## config.mk

```make
export PLATFORM = sky130hd
export DESIGN_NAME = sha256_stream_hasher
export DESIGN_NICKNAME = d
export VERILOG_FILES = /design/src/sv/sha_pkg.sv /design/src/sv/sha256_stream_hasher.sv
export SDC_FILE = /design/constraint.sdc
export NUM_CORES = 2
export LEC_CHECK = 0
export BUFFER_PORTS_ARGS = -buffer_cell sky130_fd_sc_hd__buf_2
export CAP_MARGIN = 10
export CORE_UTILIZATION = 40
export DETAILED_ROUTE_END_ITERATION = 16
export PLACE_DENSITY_LB_ADDON = 0.1
export SLEW_MARGIN = 0
export SYNTH_ARGS = -nofsm -noshare
export SYNTH_HDL_FRONTEND = slang
export SYNTH_SLANG_ARGS = --single-unit
```

## constraint.sdc

```tcl
create_clock -name clock -period 35.9 [get_ports clock]
set_clock_uncertainty 0.1 [all_clocks]
set_input_delay 7.18 -clock clock [delete_from_list [all_inputs] [get_ports clock]]
set_output_delay 7.18 -clock clock [all_outputs]
set_load 0.01 [all_outputs]
```

## src/sv/sha_pkg.sv

```systemverilog
// constants and helpers for the sha-256 stream hasher
// no dependencies
`timescale 1ns / 1ps
`default_nettype none
package sha_pkg;

   localparam int unsigned WordW = 32;
   localparam int unsigned OutTdataW = 40;

   localparam logic [31:0] K_TABLE [64] = '{
      32'h428a2f98, 32'h71374491, 32'hb5c0fbcf, 32'he9b5dba5, 32'h3956c25b, 32'h59f111f1,
      32'h923f82a4, 32'hab1c5ed5, 32'hd807aa98, 32'h12835b01, 32'h243185be, 32'h550c7dc3,
      32'h72be5d74, 32'h80deb1fe, 32'h9bdc06a7, 32'hc19bf174, 32'he49b69c1, 32'hefbe4786,
      32'h0fc19dc6, 32'h240ca1cc, 32'h2de92c6f, 32'h4a7484aa, 32'h5cb0a9dc, 32'h76f988da,
      32'h983e5152, 32'ha831c66d, 32'hb00327c8, 32'hbf597fc7, 32'hc6e00bf3, 32'hd5a79147,
      32'h06ca6351, 32'h14292967, 32'h27b70a85, 32'h2e1b2138, 32'h4d2c6dfc, 32'h53380d13,
      32'h650a7354, 32'h766a0abb, 32'h81c2c92e, 32'h92722c85, 32'ha2bfe8a1, 32'ha81a664b,
      32'hc24b8b70, 32'hc76c51a3, 32'hd192e819, 32'hd6990624, 32'hf40e3585, 32'h106aa070,
      32'h19a4c116, 32'h1e376c08, 32'h2748774c, 32'h34b0bcb5, 32'h391c0cb3, 32'h4ed8aa4a,
      32'h5b9cca4f, 32'h682e6ff3, 32'h748f82ee, 32'h78a5636f, 32'h84c87814, 32'h8cc70208,
      32'h90befffa, 32'ha4506ceb, 32'hbef9a3f7, 32'hc67178f2
   };

   localparam logic [31:0] IV_TABLE [8] = '{
      32'h6a09e667, 32'hbb67ae85, 32'h3c6ef372, 32'ha54ff53a,
      32'h510e527f, 32'h9b05688c, 32'h1f83d9ab, 32'h5be0cd19
   };

   localparam logic [7:0] PAD_BYTE = 8'h80;

   function automatic logic [31:0] rotr(input logic [31:0] x, input int unsigned n);
      logic [63:0] dbl;
      dbl = {x, x} >> n;
      return dbl[31:0];
   endfunction

   function automatic logic [31:0] sig0(input logic [31:0] x);
      return rotr(x, 7) ^ rotr(x, 18) ^ (x >> 3);
   endfunction

   function automatic logic [31:0] sig1(input logic [31:0] x);
      return rotr(x, 17) ^ rotr(x, 19) ^ (x >> 10);
   endfunction

   function automatic logic [31:0] bsig0(input logic [31:0] x);
      return rotr(x, 2) ^ rotr(x, 13) ^ rotr(x, 22);
   endfunction

   function automatic logic [31:0] bsig1(input logic [31:0] x);
      return rotr(x, 6) ^ rotr(x, 11) ^ rotr(x, 25);
   endfunction

endpackage
`default_nettype wire

```

## src/sv/sha256_stream_hasher.sv

```systemverilog
// message bytes are gathered into 16-word blocks; a full block runs load, 64 rounds, then add
// a finishing beat pushes padding and length one byte per cycle, pausing while a block
// compresses; one or two compressions, then 8 digest beats; the round loop sets the block rate
// throughput: one byte beat per cycle while gathering; req_tready drops during
// every compression, the padding pass and the digest beats
// reset: synchronous, active high; hash returns to the initial vector, counts to zero
`timescale 1ns / 1ps
`default_nettype none
module sha256_stream_hasher (
   input  wire logic        clock,
   input  wire logic        reset,
   input  wire logic        req_tvalid,
   output logic             req_tready,
   input  wire logic [7:0]  req_tdata,   // data_byte [7:0]
   input  wire logic        req_tuser,   // has_byte
   input  wire logic        req_tlast,   // end_of_message
   output logic             rsp_tvalid,
   input  wire logic        rsp_tready,
   output logic [sha_pkg::OutTdataW-1:0] rsp_tdata, // digest_word [31:0], word_index [34:32]
   output logic             rsp_tlast    // last_word
);
   import sha_pkg::*;

   typedef enum logic [2:0] {
      ST_IDLE, ST_PAD, ST_LEN, ST_LOAD, ST_COMP, ST_ADD, ST_OUT
   } state_type;

   state_type   state_ff, ret_ff;
   logic [5:0]  fill_ff, fill_in;
   logic [63:0] count_ff;
   logic [31:0] word_ff, word_in;
   logic        pad80_ff;
   logic [5:0]  rnd_ff;
   logic [2:0]  idx_ff;
   logic [31:0] hash_ff [8];
   logic [31:0] var_ff [8];
   logic [31:0] win_ff [16];

   // message block memory, 16 words, registered read
   logic [31:0] msg_mem [16];
   logic [31:0] msg_rd_ff;
   logic [3:0]  rd_addr;

   logic        req_acc;
   logic        push_vld;
   logic [7:0]  push_dat;
   logic [63:0] len_sh;
   logic [31:0] w_new, w_use, t1, t2;

   assign req_tready = (state_ff == ST_IDLE);
   assign req_acc    = req_tvalid && req_tready;

   // byte source: input beat, padding, or big-endian bit length
   assign len_sh = {count_ff[60:0], 3'b000} >> {~fill_ff[2:0], 3'b000};

   always_comb begin
      push_vld = 1'b0;
      push_dat = '0;
      unique case (state_ff)
         ST_IDLE: begin
            push_vld = req_acc && req_tuser;
            push_dat = req_tdata;
         end
         ST_PAD: begin
            push_vld = 1'b1;
            push_dat = pad80_ff ? PAD_BYTE : 8'h00;
         end
         ST_LEN: begin
            push_vld = 1'b1;
            push_dat = len_sh[7:0];
         end
         default: begin
            push_vld = 1'b0;
            push_dat = '0;
         end
      endcase
   end

   assign word_in = {word_ff[23:0], push_dat};
   assign fill_in = fill_ff + 6'd1;
   assign rd_addr = (state_ff == ST_COMP) ? (rnd_ff[3:0] + 4'd1) : 4'd0;

   always_ff @(posedge clock) begin
      if (push_vld && (fill_ff[1:0] == 2'd3)) begin
         msg_mem[fill_ff[5:2]] <= word_in;
      end
      msg_rd_ff <= msg_mem[rd_addr];
   end

   // one round of the compression, window taps fixed
   assign w_new = sig1(win_ff[14]) + win_ff[9] + sig0(win_ff[1]) + win_ff[0];
   assign w_use = (rnd_ff < 6'd16) ? msg_rd_ff : w_new;
   assign t1 = var_ff[7] + bsig1(var_ff[4])
             + ((var_ff[4] & var_ff[5]) ^ (~var_ff[4] & var_ff[6]))
             + K_TABLE[rnd_ff] + w_use;
   assign t2 = bsig0(var_ff[0])
             + ((var_ff[0] & var_ff[1]) ^ (var_ff[0] & var_ff[2]) ^ (var_ff[1] & var_ff[2]));

   always_ff @(posedge clock) begin
      if (reset) begin
         state_ff <= ST_IDLE;
         ret_ff   <= ST_IDLE;
         fill_ff  <= '0;
         count_ff <= '0;
         pad80_ff <= 1'b0;
         rnd_ff   <= '0;
         idx_ff   <= '0;
         for (int i = 0; i < 8; i++) hash_ff[i] <= IV_TABLE[i];
      end else begin
         if (push_vld) begin
            word_ff <= word_in;
            fill_ff <= fill_in;
         end
         unique case (state_ff)
            ST_IDLE: begin
               if (req_acc) begin
                  if (req_tuser) count_ff <= count_ff + 64'd1;
                  if (req_tlast) pad80_ff <= 1'b1;
                  if (req_tuser && (fill_ff == 6'd63)) begin
                     state_ff <= ST_LOAD;
                     ret_ff   <= req_tlast ? ST_PAD : ST_IDLE;
                  end else if (req_tlast) begin
                     state_ff <= ST_PAD;
                  end
               end
            end
            ST_PAD: begin
               pad80_ff <= 1'b0;
               if (fill_ff == 6'd63) begin
                  state_ff <= ST_LOAD;
                  ret_ff   <= ST_PAD;
               end else if (fill_ff == 6'd55) begin
                  state_ff <= ST_LEN;
               end
            end
            ST_LEN: begin
               if (fill_ff == 6'd63) begin
                  state_ff <= ST_LOAD;
                  ret_ff   <= ST_OUT;
               end
            end
            ST_LOAD: begin
               for (int i = 0; i < 8; i++) var_ff[i] <= hash_ff[i];
               rnd_ff   <= '0;
               state_ff <= ST_COMP;
            end
            ST_COMP: begin
               for (int i = 0; i < 15; i++) win_ff[i] <= win_ff[i+1];
               win_ff[15] <= w_use;
               var_ff[7] <= var_ff[6];
               var_ff[6] <= var_ff[5];
               var_ff[5] <= var_ff[4];
               var_ff[4] <= var_ff[3] + t1;
               var_ff[3] <= var_ff[2];
               var_ff[2] <= var_ff[1];
               var_ff[1] <= var_ff[0];
               var_ff[0] <= t1 + t2;
               rnd_ff <= rnd_ff + 6'd1;
               if (rnd_ff == 6'd63) state_ff <= ST_ADD;
            end
            ST_ADD: begin
               for (int i = 0; i < 8; i++) hash_ff[i] <= hash_ff[i] + var_ff[i];
               idx_ff   <= '0;
               state_ff <= ret_ff;
            end
            ST_OUT: begin
               if (rsp_tready) begin
                  idx_ff <= idx_ff + 3'd1;
                  if (idx_ff == 3'd7) begin
                     for (int i = 0; i < 8; i++) hash_ff[i] <= IV_TABLE[i];
                     count_ff <= '0;
                     state_ff <= ST_IDLE;
                  end
               end
            end
            default: state_ff <= ST_IDLE;
         endcase
      end
   end

   assign rsp_tvalid = (state_ff == ST_OUT);
   assign rsp_tdata  = {5'b00000, idx_ff, hash_ff[idx_ff]};
   assign rsp_tlast  = (idx_ff == 3'd7);

endmodule
`default_nettype wire

```

==> metrics.yaml <==
drt_iter0_markers: 6490
path_common_cell: "fa_1"
arrival_ns: 11.92
critPathMaxStageDelay_ns: 0.65
drcViolationCount: 0
synth_edf_count: 1432
peakVddDrop_v: 0.0000476
hold_viol_final: 0
endpoint_kind: "flop"
wl_per_cell_um: 25.9
fmax_mhz: 87.4
drtPass1Iterations: 6
rsz0062_at_grt: "no"
overflow: 0
wl_um: 285000
final_nets: 8435
synth-main-ff-cell: "edfxtp_1"
fin_setup_tns_ns: 0
area_growth_pct: 11.1
layout-drive-gt1-share: 0.101
insertion_delay_ns: 0.85
fin_util: 0.447
async_reset_ff_frac: 0
row_count: 174
drv_slew: 0
worstMarginPinSlew_ns: 1.40
die_w_um: 477
total_power_uw: 4810
ios: 57
setup_violations: 0
reg2reg_setup_slack_ns: 24.46
die_area_mm2: 0.228
die_height_um: 477
postCtsSetupBuffers: 0
ant_nets: 0
ys_warn_count: 0
whs_endpoint: "win_ff[1][49]"
core_mm2: 0.224
dp.cells: 10600
crit_path_max_fanout: 4
r2r-start: "win_ff[0][36]"
gp_congestion: 0.940
min_path_cells: 0
synthesis.area_mm2: 0.0903
initial_utilization: 0.402
grt_first_pass_wirelength_um: 414000
grt_pass1_vias: 59200
cts_hold_buf: 0
numCtsBuffers: 188
post-route-period-util: 0.319
layout.cells.non_filler: 11000
antenna_found_initial: 10
layout_min_cycle_time_ns: 11.44
worstHoldStart: "win_ff[1][81]"
cp_slowest_cell: "a2111oi_0"
post_cts_resized: 0
synthCells: 7837
hold_class: "reg2reg"
vias: 61500
syn_avg_cell_area_um2: 11.5
hpwl_um: 197000
drv_cap: 0
critical_path_required_ns: 36.37
leakagePower_uw: 0.0367
path_class: "reg2reg"
ctsLongestPathBuffers: 3
max_slew_margin: 0.0567
synth_cell_types: 94
vias_per_cell: 5.60
synth_seq_cells: 1677
ys_seq_area_frac: 0.531
cts_tree: "done"
status: "complete, no violations"
portBuffers: 51
clock-sinks: 1677
power_density_mw_per_mm2: 48.0
start_kind: "flop"
root_buffer: "clkbuf_16"
rr_endpoint: "var_ff[0][159]"
worst_r2r_path_depth: 46
path_clk_slew_ns: 0.06
cts_max_level: 4
grtUsageTotal: 0.246
grt_max_degree: 208
routing by layer:
layer  vias to the layer above  wire (um)  track usage
met1                     30800     135000        0.366
met5                         -          0            0
met4                         0       5960       0.0544
li1                      28400          -            -
met2                      1886     127000        0.377
met3                       326      17200       0.0355
state kept, by name (all words and copies together) (netlist names), 24 cells and up, named ones only:
register,count
word_ff,24
hash_ff,256
count_ff,61
msg_rd_ff,32
msg_mem,512
win_ff,512
var_ff,256
worst max-delay path by stage:
stage	from	endpoint	slack (ns)
after floorplan	reset	win_ff[0][0]	12.94
after global placement	reset	win_ff[1][138]	24.36
after detailed placement	reset	win_ff[1][138]	24.28
after CTS	win_ff[0][51]	var_ff[0][159]	24.57
after global routing	win_ff[0][52]	var_ff[0][159]	23.75
final	win_ff[0][36]	var_ff[0][159]	24.46
critical path, delay by kind of cell (launching register included):
| kind | cells | cell delay [ns] |
|---|---|---|
| compound gates | 18 | 4.14 |
| fa+ha+maj | 9 | 3.69 |
| simple gates | 9 | 1.46 |
| xor+xnor | 5 | 1.00 |
| flops | 1 | 0.47 |
| buf+inv | 5 | 0.33 |
placed cells by master (no fill, tap or decap), drive strengths merged, types with 62 or more instances in the layout:
cell and n:
nand2 1104, a221oi 74, nor2 366, mux4 80, ha 403, mux2 192
fa 196, clkinv 66, clkbuf 260, xnor2 386, a21oi 441, o211ai 69
o21ai 422, buf 182, mux2i 84, a31oi 109, nand3 98, dfxtp 245
edfxtp 1432, a21o 191, o21a 62, nor3 90, inv 439, xor2 227
cells by family after synthesis:
family          synth area share
mux                       0.0533
buf+inv                   0.0346
flops                      0.531
fa+ha+maj                 0.0999
other cells            0.0000415
simple gates              0.0951
compound gates             0.127
xor+xnor                  0.0595
cell usage after synthesis, drive strengths merged, types with 10 or more instances:
cell type	n	area, um2
nand2b	57	357
dfxtp	245	4900
o31ai	27	203
mux2i	84	841
a311oi	13	114
a211o	12	105
o22ai	11	68.8
edfxtp	1432	43000
ha	403	5040
nor3b	10	75.1
nand3	98	490
buf	56	230
a211oi	59	443
mux2	192	2170
nor3	90	455
fa	196	3920
clkbuf	335	1260
o211ai	69	518
nor2b	53	332
a22oi	36	270
a22o	37	324
o32ai	33	289
mux4	80	1800
o21ai	422	2120
a21oi	441	2210
or2	19	119
o221ai	12	105
inv	432	1620
a31o	16	140
a21o	191	1430
xor2	227	1990
nand2	1104	4140
nor2	366	1380
nand4	31	194
a221oi	74	661
o21a	62	465
a31oi	109	682
o21bai	51	383
and2	22	138
xnor2	386	3380
or3	50	313
and3	59	369
metrics by stage:
| step | hold slack [ns] | cell area, um2 | worst slack, ns |
|---|---|---|---|
| 3_5_place_dp | 0.305 | 94100 | 24.28 |
| 6_report | 0.293 | 100000 | 24.46 |
| 2_1_floorplan | 0.300 | 90300 | 12.94 |
| 3_3_place_gp | 0.300 | 94100 | 24.36 |
| 5_1_grt | 0.306 | 100000 | 23.75 |
| 4_1_cts | 0.292 | 100000 | 24.57 |
cell type report:
| type | instances | area [um2] |
|---|---|---|
| Timing Repair Buffer | 182 | 1250 |
| Antenna cell | 2 | 5.00 |
| Fill cell | 20700 | 124000 |
| Inverter | 435 | 1640 |
| Clock buffer | 260 | 5130 |
| Clock inverter | 91 | 1030 |
| Sequential cell | 1677 | 47900 |
| Tap cell | 2992 | 3740 |
| Multi-Input combinational cell | 5338 | 39500 |
report_power, final:
group	internal, uW	leakage, uW	total [uW]	switching [uW]
clock network	1120	0.00298	1950	830
registers	2120	0.0147	2150	21.1
logic	277	0.0189	718	442
total	3520	0.0367	4810	1290
Power figures use the tool's default switching activity.
